[config.mk]
export PLATFORM = sky130hd
export DESIGN_NAME = rc4_keystream_generator_core_flat
export DESIGN_NICKNAME = d
export VERILOG_FILES = /design/src/hw/rtl/rc4ks_pkg.sv /design/src/hw/rtl/rc4ks_ifs.sv /design/src/hw/rtl/rc4_keystream_generator_core.sv /design/src/hw/rtl/rc4ks_perm_mem.sv /design/src/flat_wrapper.sv
export SDC_FILE = /design/constraint.sdc
export NUM_CORES = 2
export LEC_CHECK = 0
export BUFFER_PORTS_ARGS = -buffer_cell sky130_fd_sc_hd__buf_2
export CELL_PAD_IN_SITES_DETAIL_PLACEMENT = 1
export CELL_PAD_IN_SITES_GLOBAL_PLACEMENT = 2
export CORE_ASPECT_RATIO = 1.5
export CORE_MARGIN = 2
export CORE_UTILIZATION = 52
export CTS_BUF_LIST = sky130_fd_sc_hd__clkbuf_2 sky130_fd_sc_hd__clkbuf_4 sky130_fd_sc_hd__clkbuf_8
export CTS_CLUSTER_DIAMETER = 40
export DETAILED_ROUTE_END_ITERATION = 16
export HOLD_SLACK_MARGIN = 0.15
export PLACE_DENSITY = 0.93
export SLEW_MARGIN = 20
export SYNTH_ARGS = -nofsm -noshare
export SYNTH_HDL_FRONTEND = slang
export SYNTH_SLANG_ARGS = --single-unit
[constraint.sdc]
create_clock -name i_clk -period 9.47 [get_ports i_clk]
set_input_delay 0.4735 -clock i_clk [delete_from_list [all_inputs] [get_ports i_clk]]
set_output_delay 0.4735 -clock i_clk [all_outputs]
set_load 0.03 [all_outputs]
[src/hw/rtl/rc4ks_pkg.sv]
// ----------------------------------------------------------------------------
// RC4 keystream package
// Shared widths, command codes, sequencer states and the memory write bundle.
// ----------------------------------------------------------------------------
`default_nettype none

package rc4ks_pkg;

    localparam int FUNC_W     = 2;
    localparam int KEY_IDX_W  = 4;
    localparam int BYTE_W     = 8;
    localparam int KEY_LEN_W  = 5;
    localparam int PERM_DEPTH = 256;
    localparam int PERM_AW    = 8;

    // command codes carried in the func field
    localparam logic [FUNC_W-1:0] FUNC_KEY_WR = 2'd0;
    localparam logic [FUNC_W-1:0] FUNC_SCHED  = 2'd1;
    localparam logic [FUNC_W-1:0] FUNC_KS     = 2'd2;

    localparam logic [KEY_LEN_W-1:0] KEY_LEN_RST = 5'd5;

    // sequencer states, one-hot
    typedef enum logic [9:0] {
        ST_IDLE   = 10'b00_0000_0001,
        ST_S_RA   = 10'b00_0000_0010,
        ST_S_RB   = 10'b00_0000_0100,
        ST_S_WA   = 10'b00_0000_1000,
        ST_S_WB   = 10'b00_0001_0000,
        ST_K_RI   = 10'b00_0010_0000,
        ST_K_RJ   = 10'b00_0100_0000,
        ST_K_WI   = 10'b00_1000_0000,
        ST_K_WJ   = 10'b01_0000_0000,
        ST_K_OUT  = 10'b10_0000_0000
    } t_state;

    // write request to the permutation memory
    typedef struct packed {
        logic               en;
        logic [PERM_AW-1:0] addr;
        logic [BYTE_W-1:0]  data;
    } t_perm_wr;

endpackage

`default_nettype wire

[src/hw/rtl/rc4ks_ifs.sv]
// ----------------------------------------------------------------------------
// RC4 keystream channel interfaces
// Command channel (func, key index, key byte) and keystream byte channel.
// ----------------------------------------------------------------------------
`default_nettype none

interface rc4ks_in_if import rc4ks_pkg::*; ();
    logic                 valid;
    logic                 ready;
    logic [FUNC_W-1:0]    func;
    logic [KEY_IDX_W-1:0] key_index;
    logic [BYTE_W-1:0]    key_byte;

    modport source (output valid, output func, output key_index, output key_byte,
                    input ready);
    modport sink   (input valid, input func, input key_index, input key_byte,
                    output ready);
endinterface

interface rc4ks_out_if import rc4ks_pkg::*; ();
    logic              valid;
    logic              ready;
    logic [BYTE_W-1:0] keystream_byte;

    modport source (output valid, output keystream_byte, input ready);
    modport sink   (input valid, input keystream_byte, output ready);
endinterface

`default_nettype wire

[src/hw/rtl/rc4_keystream_generator_core.sv]
// ----------------------------------------------------------------------------
// RC4 keystream generator core
// Key store, key schedule and keystream generation around one permutation
// memory and one shared 8-bit three-input adder under a small sequencer.
// ----------------------------------------------------------------------------
// Usage:
//   i_in carries one command word: func 0 writes key_byte at key_index
//   (indexes at or beyond MAX_KEY_BYTES are dropped), func 1 runs the key
//   schedule over key_length key bytes and clears i and j, func 2 returns
//   one keystream byte on o_out, func 3 does nothing. Only func 2 gives a
//   word on o_out.
//   key_length is written through i_cfg_we / i_cfg_wdata while idle; zero
//   counts as one and values above MAX_KEY_BYTES saturate.
// Timing:
//   i_in.ready is high only while the sequencer is idle. Key writes and
//   func 3 leave the sequencer idle. A keystream byte reaches the output
//   register after two reads, two swap writes and a final read of the
//   permutation memory; no new command is taken meanwhile. The key
//   schedule does two reads and two swap writes per entry over all 256.
// Reset and stalls:
//   Synchronous reset returns the permutation to identity, i = j = 0,
//   key_length = 5 and empties the output register; key store contents are
//   undefined until written. While o_out is stalled the next command is
//   still accepted; a second keystream byte waits in its last step until
//   the output register frees.
// ----------------------------------------------------------------------------
`default_nettype none

module rc4_keystream_generator_core import rc4ks_pkg::*; #(
    parameter int MAX_KEY_BYTES = 16
) (
    input  wire logic                 i_clk,
    input  wire logic                 i_rst_n,
    input  wire logic                 i_cfg_we,
    input  wire logic [KEY_LEN_W-1:0] i_cfg_wdata,
    rc4ks_in_if.sink                  i_in,
    rc4ks_out_if.source               o_out
);

    localparam int KW = (MAX_KEY_BYTES > 1) ? $clog2(MAX_KEY_BYTES) : 1;
    localparam int CW = 10;  // compare width, holds 0..256

    t_state                r_state, n_state;
    logic [KEY_LEN_W-1:0]  r_key_len;
    logic [BYTE_W-1:0]     r_key [MAX_KEY_BYTES];
    logic [KW-1:0]         r_kp, n_kp;
    logic [PERM_AW-1:0]    r_i, n_i, r_j, n_j, r_a, n_a, r_b, n_b, r_t, n_t;
    logic [BYTE_W-1:0]     r_sa, n_sa, r_sb, n_sb;
    logic                  r_fwd, n_fwd;
    logic                  r_out_vld, n_out_vld;
    logic [BYTE_W-1:0]     r_out_byte, n_out_byte;

    logic                  w_accept;
    logic                  w_clr;
    t_perm_wr              w_wr;
    logic [PERM_AW-1:0]    w_rd_addr;
    logic [BYTE_W-1:0]     w_rd_data;
    logic [BYTE_W-1:0]     w_op_a, w_op_b, w_op_c;
    logic [BYTE_W+1:0]     w_sum_full;
    logic [BYTE_W-1:0]     w_sum;
    logic [CW-1:0]         w_len_used;
    logic [CW-1:0]         w_kp_ext;
    logic [CW-1:0]         w_kidx_ext;
    logic [BYTE_W-1:0]     w_key_rd;

    assign w_accept  = i_in.valid && i_in.ready;
    assign i_in.ready = (r_state == ST_IDLE);

    // effective key length: zero counts as one, saturate at the store depth
    always_comb begin
        w_len_used = CW'(r_key_len);
        if (r_key_len == '0) begin
            w_len_used = CW'(1);
        end else if (CW'(r_key_len) > CW'(MAX_KEY_BYTES)) begin
            w_len_used = CW'(MAX_KEY_BYTES);
        end
    end

    assign w_kp_ext   = CW'(r_kp);
    assign w_kidx_ext = CW'(i_in.key_index);
    assign w_key_rd   = r_key[r_kp];

    // configuration register
    always_ff @(posedge i_clk) begin
        if (!i_rst_n) begin
            r_key_len <= KEY_LEN_RST;
        end else if (i_cfg_we) begin
            r_key_len <= i_cfg_wdata;
        end
    end

    // key store, written by func 0 words
    always_ff @(posedge i_clk) begin
        if (w_accept && (i_in.func == FUNC_KEY_WR)
            && (w_kidx_ext < CW'(MAX_KEY_BYTES))) begin
            r_key[w_kidx_ext[KW-1:0]] <= i_in.key_byte;
        end
    end

    // shared adder: operands chosen by the sequencer state
    always_comb begin
        w_op_a = '0;
        w_op_b = '0;
        w_op_c = '0;
        case (r_state)
            ST_K_RI: begin
                w_op_a = r_i;
                w_op_b = BYTE_W'(1);
            end
            ST_K_RJ: begin
                w_op_a = r_j;
                w_op_b = w_rd_data;
            end
            ST_K_WJ: begin
                w_op_a = r_sa;
                w_op_b = r_sb;
            end
            ST_S_RB: begin
                w_op_a = r_b;
                w_op_b = w_rd_data;
                w_op_c = w_key_rd;
            end
            default: begin
                w_op_a = '0;
            end
        endcase
    end

    assign w_sum_full = (BYTE_W+2)'(w_op_a) + (BYTE_W+2)'(w_op_b) + (BYTE_W+2)'(w_op_c);
    assign w_sum      = w_sum_full[BYTE_W-1:0];

    // sequencer
    always_comb begin
        n_state    = r_state;
        n_kp       = r_kp;
        n_i        = r_i;
        n_j        = r_j;
        n_a        = r_a;
        n_b        = r_b;
        n_t        = r_t;
        n_sa       = r_sa;
        n_sb       = r_sb;
        n_fwd      = r_fwd;
        n_out_vld  = r_out_vld && !o_out.ready;
        n_out_byte = r_out_byte;
        w_clr      = 1'b0;
        w_wr       = '0;
        w_rd_addr  = r_a;
        case (r_state)
            ST_IDLE: begin
                if (w_accept && (i_in.func == FUNC_SCHED)) begin
                    w_clr   = 1'b1;
                    n_a     = '0;
                    n_b     = '0;
                    n_kp    = '0;
                    n_state = ST_S_RA;
                end else if (w_accept && (i_in.func == FUNC_KS)) begin
                    n_state = ST_K_RI;
                end
            end
            // key schedule: read S[a]
            ST_S_RA: begin
                w_rd_addr = r_a;
                n_state   = ST_S_RB;
            end
            // advance b and read S[b]
            ST_S_RB: begin
                n_sa      = w_rd_data;
                n_b       = w_sum;
                w_rd_addr = w_sum;
                n_state   = ST_S_WA;
            end
            // swap, first half: S[a] <= S[b]
            ST_S_WA: begin
                w_wr.en   = 1'b1;
                w_wr.addr = r_a;
                w_wr.data = w_rd_data;
                n_state   = ST_S_WB;
            end
            // swap, second half: S[b] <= old S[a]; advance a and key pointer
            ST_S_WB: begin
                w_wr.en   = 1'b1;
                w_wr.addr = r_b;
                w_wr.data = r_sa;
                n_a       = r_a + PERM_AW'(1);
                if (w_kp_ext == w_len_used - CW'(1)) begin
                    n_kp = '0;
                end else begin
                    n_kp = r_kp + KW'(1);
                end
                if (r_a == PERM_AW'(PERM_DEPTH - 1)) begin
                    n_i     = '0;
                    n_j     = '0;
                    n_state = ST_IDLE;
                end else begin
                    n_state = ST_S_RA;
                end
            end
            // keystream: step i and read S[i]
            ST_K_RI: begin
                n_i       = w_sum;
                w_rd_addr = w_sum;
                n_state   = ST_K_RJ;
            end
            // add S[i] to j and read S[j]
            ST_K_RJ: begin
                n_sa      = w_rd_data;
                n_j       = w_sum;
                w_rd_addr = w_sum;
                n_state   = ST_K_WI;
            end
            // swap, first half: S[i] <= S[j]
            ST_K_WI: begin
                n_sb      = w_rd_data;
                w_wr.en   = 1'b1;
                w_wr.addr = r_i;
                w_wr.data = w_rd_data;
                n_state   = ST_K_WJ;
            end
            // swap, second half, and read S[S[i]+S[j]]; forward if it hits j
            ST_K_WJ: begin
                w_wr.en   = 1'b1;
                w_wr.addr = r_j;
                w_wr.data = r_sa;
                n_t       = w_sum;
                w_rd_addr = w_sum;
                n_fwd     = (w_sum == r_j);
                n_state   = ST_K_OUT;
            end
            // hold the read until the output register frees
            ST_K_OUT: begin
                w_rd_addr = r_t;
                if (!r_out_vld || o_out.ready) begin
                    n_out_vld  = 1'b1;
                    n_out_byte = r_fwd ? r_sa : w_rd_data;
                    n_state    = ST_IDLE;
                end
            end
            default: begin
                n_state = ST_IDLE;
            end
        endcase
    end

    // control registers
    always_ff @(posedge i_clk) begin
        if (!i_rst_n) begin
            r_state   <= ST_IDLE;
            r_out_vld <= 1'b0;
            r_i       <= '0;
            r_j       <= '0;
        end else begin
            r_state   <= n_state;
            r_out_vld <= n_out_vld;
            r_i       <= n_i;
            r_j       <= n_j;
        end
    end

    // datapath registers
    always_ff @(posedge i_clk) begin
        r_kp       <= n_kp;
        r_a        <= n_a;
        r_b        <= n_b;
        r_t        <= n_t;
        r_sa       <= n_sa;
        r_sb       <= n_sb;
        r_fwd      <= n_fwd;
        r_out_byte <= n_out_byte;
    end

    assign o_out.valid          = r_out_vld;
    assign o_out.keystream_byte = r_out_byte;

    rc4ks_perm_mem u_perm (
        .i_clk     (i_clk),
        .i_rst_n   (i_rst_n),
        .i_clr     (w_clr),
        .i_wr      (w_wr),
        .i_rd_addr (w_rd_addr),
        .o_rd_data (w_rd_data)
    );

endmodule

`default_nettype wire

[src/hw/rtl/rc4ks_perm_mem.sv]
// ----------------------------------------------------------------------------
// RC4 permutation memory
// 256 x 8 single-port-write, single-read memory with registered read data.
// Per-entry valid bits give identity contents after reset or a clear.
// ----------------------------------------------------------------------------
`default_nettype none

module rc4ks_perm_mem import rc4ks_pkg::*; (
    input  wire logic               i_clk,
    input  wire logic               i_rst_n,
    input  wire logic               i_clr,
    input  wire t_perm_wr           i_wr,
    input  wire logic [PERM_AW-1:0] i_rd_addr,
    output logic      [BYTE_W-1:0]  o_rd_data
);

    logic [BYTE_W-1:0]     r_mem [PERM_DEPTH];
    logic [PERM_DEPTH-1:0] r_vld;
    logic [BYTE_W-1:0]     r_rd_data;
    logic                  r_rd_hit;
    logic [PERM_AW-1:0]    r_rd_addr;

    // write port and read register
    always_ff @(posedge i_clk) begin
        if (i_wr.en) begin
            r_mem[i_wr.addr] <= i_wr.data;
        end
        r_rd_data <= r_mem[i_rd_addr];
        r_rd_addr <= i_rd_addr;
    end

    // valid bits: drop all on reset or clear, mark each written entry
    always_ff @(posedge i_clk) begin
        if (!i_rst_n || i_clr) begin
            r_vld    <= '0;
            r_rd_hit <= 1'b0;
        end else begin
            if (i_wr.en) begin
                r_vld[i_wr.addr] <= 1'b1;
            end
            r_rd_hit <= r_vld[i_rd_addr];
        end
    end

    // an entry never written since the last clear holds its own index
    assign o_rd_data = r_rd_hit ? r_rd_data : BYTE_W'(r_rd_addr);

endmodule

`default_nettype wire

[src/flat_wrapper.sv]
// flat-port wrapper written by rule: the top's interface ports become plain ports
module rc4_keystream_generator_core_flat import rc4ks_pkg::*;
#(
    parameter int MAX_KEY_BYTES = 16
)
  (i_clk, i_rst_n, i_cfg_we, i_cfg_wdata, i_in_valid, i_in_func, i_in_key_index, i_in_key_byte, i_in_ready, o_out_valid, o_out_keystream_byte, o_out_ready);
  rc4ks_in_if i_in_i ();
  rc4ks_out_if o_out_i ();
  input  wire logic i_clk;
  input  wire logic i_rst_n;
  input  wire logic i_cfg_we;
  input  wire logic [KEY_LEN_W-1:0] i_cfg_wdata;
  input wire logic [$bits(i_in_i.valid)-1:0] i_in_valid;
  input wire logic [$bits(i_in_i.func)-1:0] i_in_func;
  input wire logic [$bits(i_in_i.key_index)-1:0] i_in_key_index;
  input wire logic [$bits(i_in_i.key_byte)-1:0] i_in_key_byte;
  output wire logic [$bits(i_in_i.ready)-1:0] i_in_ready;
  output wire logic [$bits(o_out_i.valid)-1:0] o_out_valid;
  output wire logic [$bits(o_out_i.keystream_byte)-1:0] o_out_keystream_byte;
  input wire logic [$bits(o_out_i.ready)-1:0] o_out_ready;
  assign i_in_i.valid = i_in_valid;
  assign i_in_i.func = i_in_func;
  assign i_in_i.key_index = i_in_key_index;
  assign i_in_i.key_byte = i_in_key_byte;
  assign i_in_ready = i_in_i.ready;
  assign o_out_valid = o_out_i.valid;
  assign o_out_keystream_byte = o_out_i.keystream_byte;
  assign o_out_i.ready = o_out_ready;
  rc4_keystream_generator_core #(.MAX_KEY_BYTES(MAX_KEY_BYTES)) u_core (.i_clk(i_clk), .i_rst_n(i_rst_n), .i_cfg_we(i_cfg_we), .i_cfg_wdata(i_cfg_wdata), .i_in(i_in_i), .o_out(o_out_i));
endmodule
==> results.md <==
- Root buffer cell: clkbuf_8
- Num CTS Buffers: 354
- Cell internal pwr: 16800 µW
- Leakage: 0.0336 µW
- Crit path launch type: flop
- Post-CTS Hold Buffers: 35
- Sequential share of power: approximately 56%
- Most common cell after layout, fill and taps aside: edfxtp_1
- Top cell type's share of synthesized area: 67.1%
- Yosys reg bits: 2538
- YS warnings: 0
- Initial core utilization: a little over half
- Area leader, netlist: edfxtp_1
- DP HPWL: 186000 µm
- Antenna Nets Post-Route: 0
- Final setup fails: 0
- Power Dens Cells: just under 200 nW/µm²
- Port buffer count: 33
- Synth Cell Area: about 100000 µm²
- Die W: between 300 and 400 µm
- Clock group share of total power: 41.2%
- MaxCap Viol Count: 0
- P_sw: 4750 µW
- Post-layout minimum cycle time: about 8.4 ns
- Residual DRC count: 0
- Main area contributors after synthesis: edfxtp_1 67%, dfxtp_1 6.2%, mux4_2 5.2%
- GRT Residual Overflow: 0
- Most frequent cells in the layout: 2229 x edfxtp_1, 1364 x nand2_1, 696 x nor2_1
- Cts repair resizes: 0
- Vias in the first global route: 67600
- Worst Skew: slightly below 0.06 ns
- Overall power: 21600 µW
- Sequential area share after synthesis: 73.3%
- Area grow syn2layout: 10.1%
- Syn Area/Cell: 14.3 µm²
- Die extent in y: 540 µm
- DR vias: around 64000
- RSZ-0062 raised after global routing: false
- Worst Path Required: 10.29 ns
- Antenna violations before repair: 8
- Worst Setup End Kind: flop
- Wire per inst: 31.5 µm
- Slew Viols, Final: 0
- CTS sink cnt: 2538
- CTS H-tree lvls: 5
- TritonRoute pass-1 iters: 8
- Worst Tran Pin Value: roughly 1.3 ns
- DR vias/cell: 6.52
- Crit path DAT: 9.24 ns
- Number of post-CTS setup repair buffers: 0
- Predominant post-synthesis flop cell: edfxtp_1
- Sw frac: 22.0%
- Clock transition at the registers of the reported paths: 0.07 ns
- Final hold violation count: 0
- Die ar.: 195000 µm²
- FF/Latch Area: 73100 µm²
- Hold crit path type: primary input to flop
- Standard-cell row count: 196
- Worst slew margin: 13.4%
- Library cells used by synthesis: 75
- First-pass GRT wire length: 451000 µm
- Fmax: 119 MHz
- Logic pwr share: 3.1%
- Layout cells sized above 1: 14.4%
- Maximum root-to-sink buffer count: 4
- Total core area: 190000 µm²
- Initial DRC Count: a little over 7000
- Critical path peak fanout: 24
- Largest net degree at the start of global routing: approximately 200
- EDFF count, synth: 2229
- Overall Global Routing Usage: 31.3%
- Synth Instances: 6980
- Setup TNS: 0 ns
- CP Class: flop to flop
- Outcome: finished clean
- Net count reported at finish: a little over 7000
- CTS tree: done
- Multi-input combinational cell area: roughly 24000 µm²
- Final worst path period share: 88.9%
- Routed WL: 310000 µm
- Syn_nets: roughly 7000
- Filler cells: 17900
- Worst skew pair latency: a little under 1 ns
- Async SR Flop Fraction: 0%
- Max rail drop VDD: 156 µV
- Top-Level Pins: 34
- Routability Congestion: just under 0.9
## stage by stage
stage / setup WS [ns] / hold slack, ns / util [%] / instance area [µm²] / cells
after detailed placement: 1.30 / 0.453 / 53.6 / 102000 / 9144
after global routing: 1.00 / 0.160 / 57.7 / 110000 / 9831
after global placement: 1.51 / 0.442 / 53.6 / 102000 / 9144
final: 1.06 / 0.191 / 57.7 / 110000 / 9840
after floorplan: 3.05 / 0.435 / - / 99700 / 6980
after CTS: 1.26 / 0.173 / 57.7 / 110000 / 9827
## synthesized netlist by cell type, types with 28 or more instances
master / n
edfxtp_1: 2229
nand2_1: 1381
nor2_1: 702
a21oi_1: 416
dfxtp_1: 309
a32oi_1: 300
mux4_2: 232
nand3_1: 224
clkbuf_1: 205
a22oi_1: 196
buf_2: 165
o21a_1: 60
a31oi_1: 52
buf_4: 36
inv_1: 33
nor3_1: 33
buf_1: 32
nor4_1: 28
## per-layer routing
layer / track usage, % / up-vias / share of wire [%]
li1: - / 26500 / -
met1: 36.8 / 33000 / 35
met2: 52.9 / 3703 / 50
met3: 5.69 / 963 / 8.2
met4: 20.5 / 0 / 7.2
met5: 0 / - / 0
## final timing paths
check / from / endpoint / slack, ns / cells after the start
worst min register to register: u_core.u_perm.r_vld[221] / u_core.u_perm.r_vld[221] / 0.47 / 1
worst min-delay path: i_in_key_index[2] / u_core.r_key[3][3] / 0.19 / 3
worst max register to register: u_core.r_state[4] / u_core.u_perm.r_rd_hit / 1.06 / 19
worst max-delay path: u_core.r_state[4] / u_core.u_perm.r_rd_hit / 1.06 / 19
## state kept, by name (all words and copies together), names as in the netlist, 4 cells and up, named ones only
| register | count |
|---|---|
| u_core.u_perm.r_vld | 256 |
| u_core.u_perm.r_rd_data | 8 |
| u_core.r_state | 10 |
| u_core.r_sa | 8 |
| u_core.r_kp | 4 |
| u_core.u_perm.r_mem | 2048 |
| u_core.r_i | 8 |
| u_core.u_perm.r_rd_addr | 8 |
| u_core.r_key_len | 5 |
| u_core.o_out.keystream_byte | 8 |
| u_core.r_j | 8 |
| u_core.r_b | 8 |
| u_core.r_sb | 8 |
| u_core.r_a | 8 |
| u_core.r_t | 8 |
| u_core.r_key | 128 |
## power by group through the flow
stage / clock [µW] / sequential, µW / combinational, µW
after floorplan: 0 / 12300 / 399
after global placement: 0 / 12300 / 601
after detailed placement: 0 / 12300 / 627
after CTS: 8920 / 12000 / 646
after global routing: 9340 / 12000 / 691
final: 8900 / 12000 / 661
## layout make-up
cell class | instances | share of cell area [%]
tap | 2475 | 2.82
antenna | 12 | 0.0273
clock inverter | 135 | 0.895
timing repair buffer | 187 | 1.52
sequential | 2538 | 66.6
clock buffer | 513 | 5.80
inverter | 40 | 0.155
multi-input combinational | 3940 | 22.2
## logic make-up (layout without fill, tap and decap cells)
| family | Yosys count | count (layout) | share of synthesized area, % |
|---|---|---|---|
| buffers and inverters | 502 | 875 | 2.42 |
| xor gates and xnor gates | 29 | 29 | 0.268 |
| other | 0 | 12 | 0 |
| adders and majority gates | 18 | 18 | 0.286 |
| and+or+nand+nor | 2461 | 2461 | 9.99 |
| muxes | 273 | 273 | 5.68 |
| AOI/OAI and AO/OA | 1159 | 1159 | 8.05 |
| DFF | 2538 | 2538 | 73.3 |
## worst max-delay path, stage by stage, from the launching register on
cell and delay (ns):
dfxtp_1 0.34, or4_1 0.70, or4b_1 0.81, nand2_1 0.63, a221oi_1 0.22, fa_1 0.45, inv_1 0.08, ha_1 0.16
inv_1 0.07, fa_1 0.65, inv_1 0.08, o41ai_1 0.10, o211a_1 0.80, inv_2 0.51, nand2_1 0.88, a21oi_1 0.14
nand2_1 0.14, a41oi_1 0.23, nor4_1 1.02, o211ai_1 0.21
(Power assumes the default switching activity.)
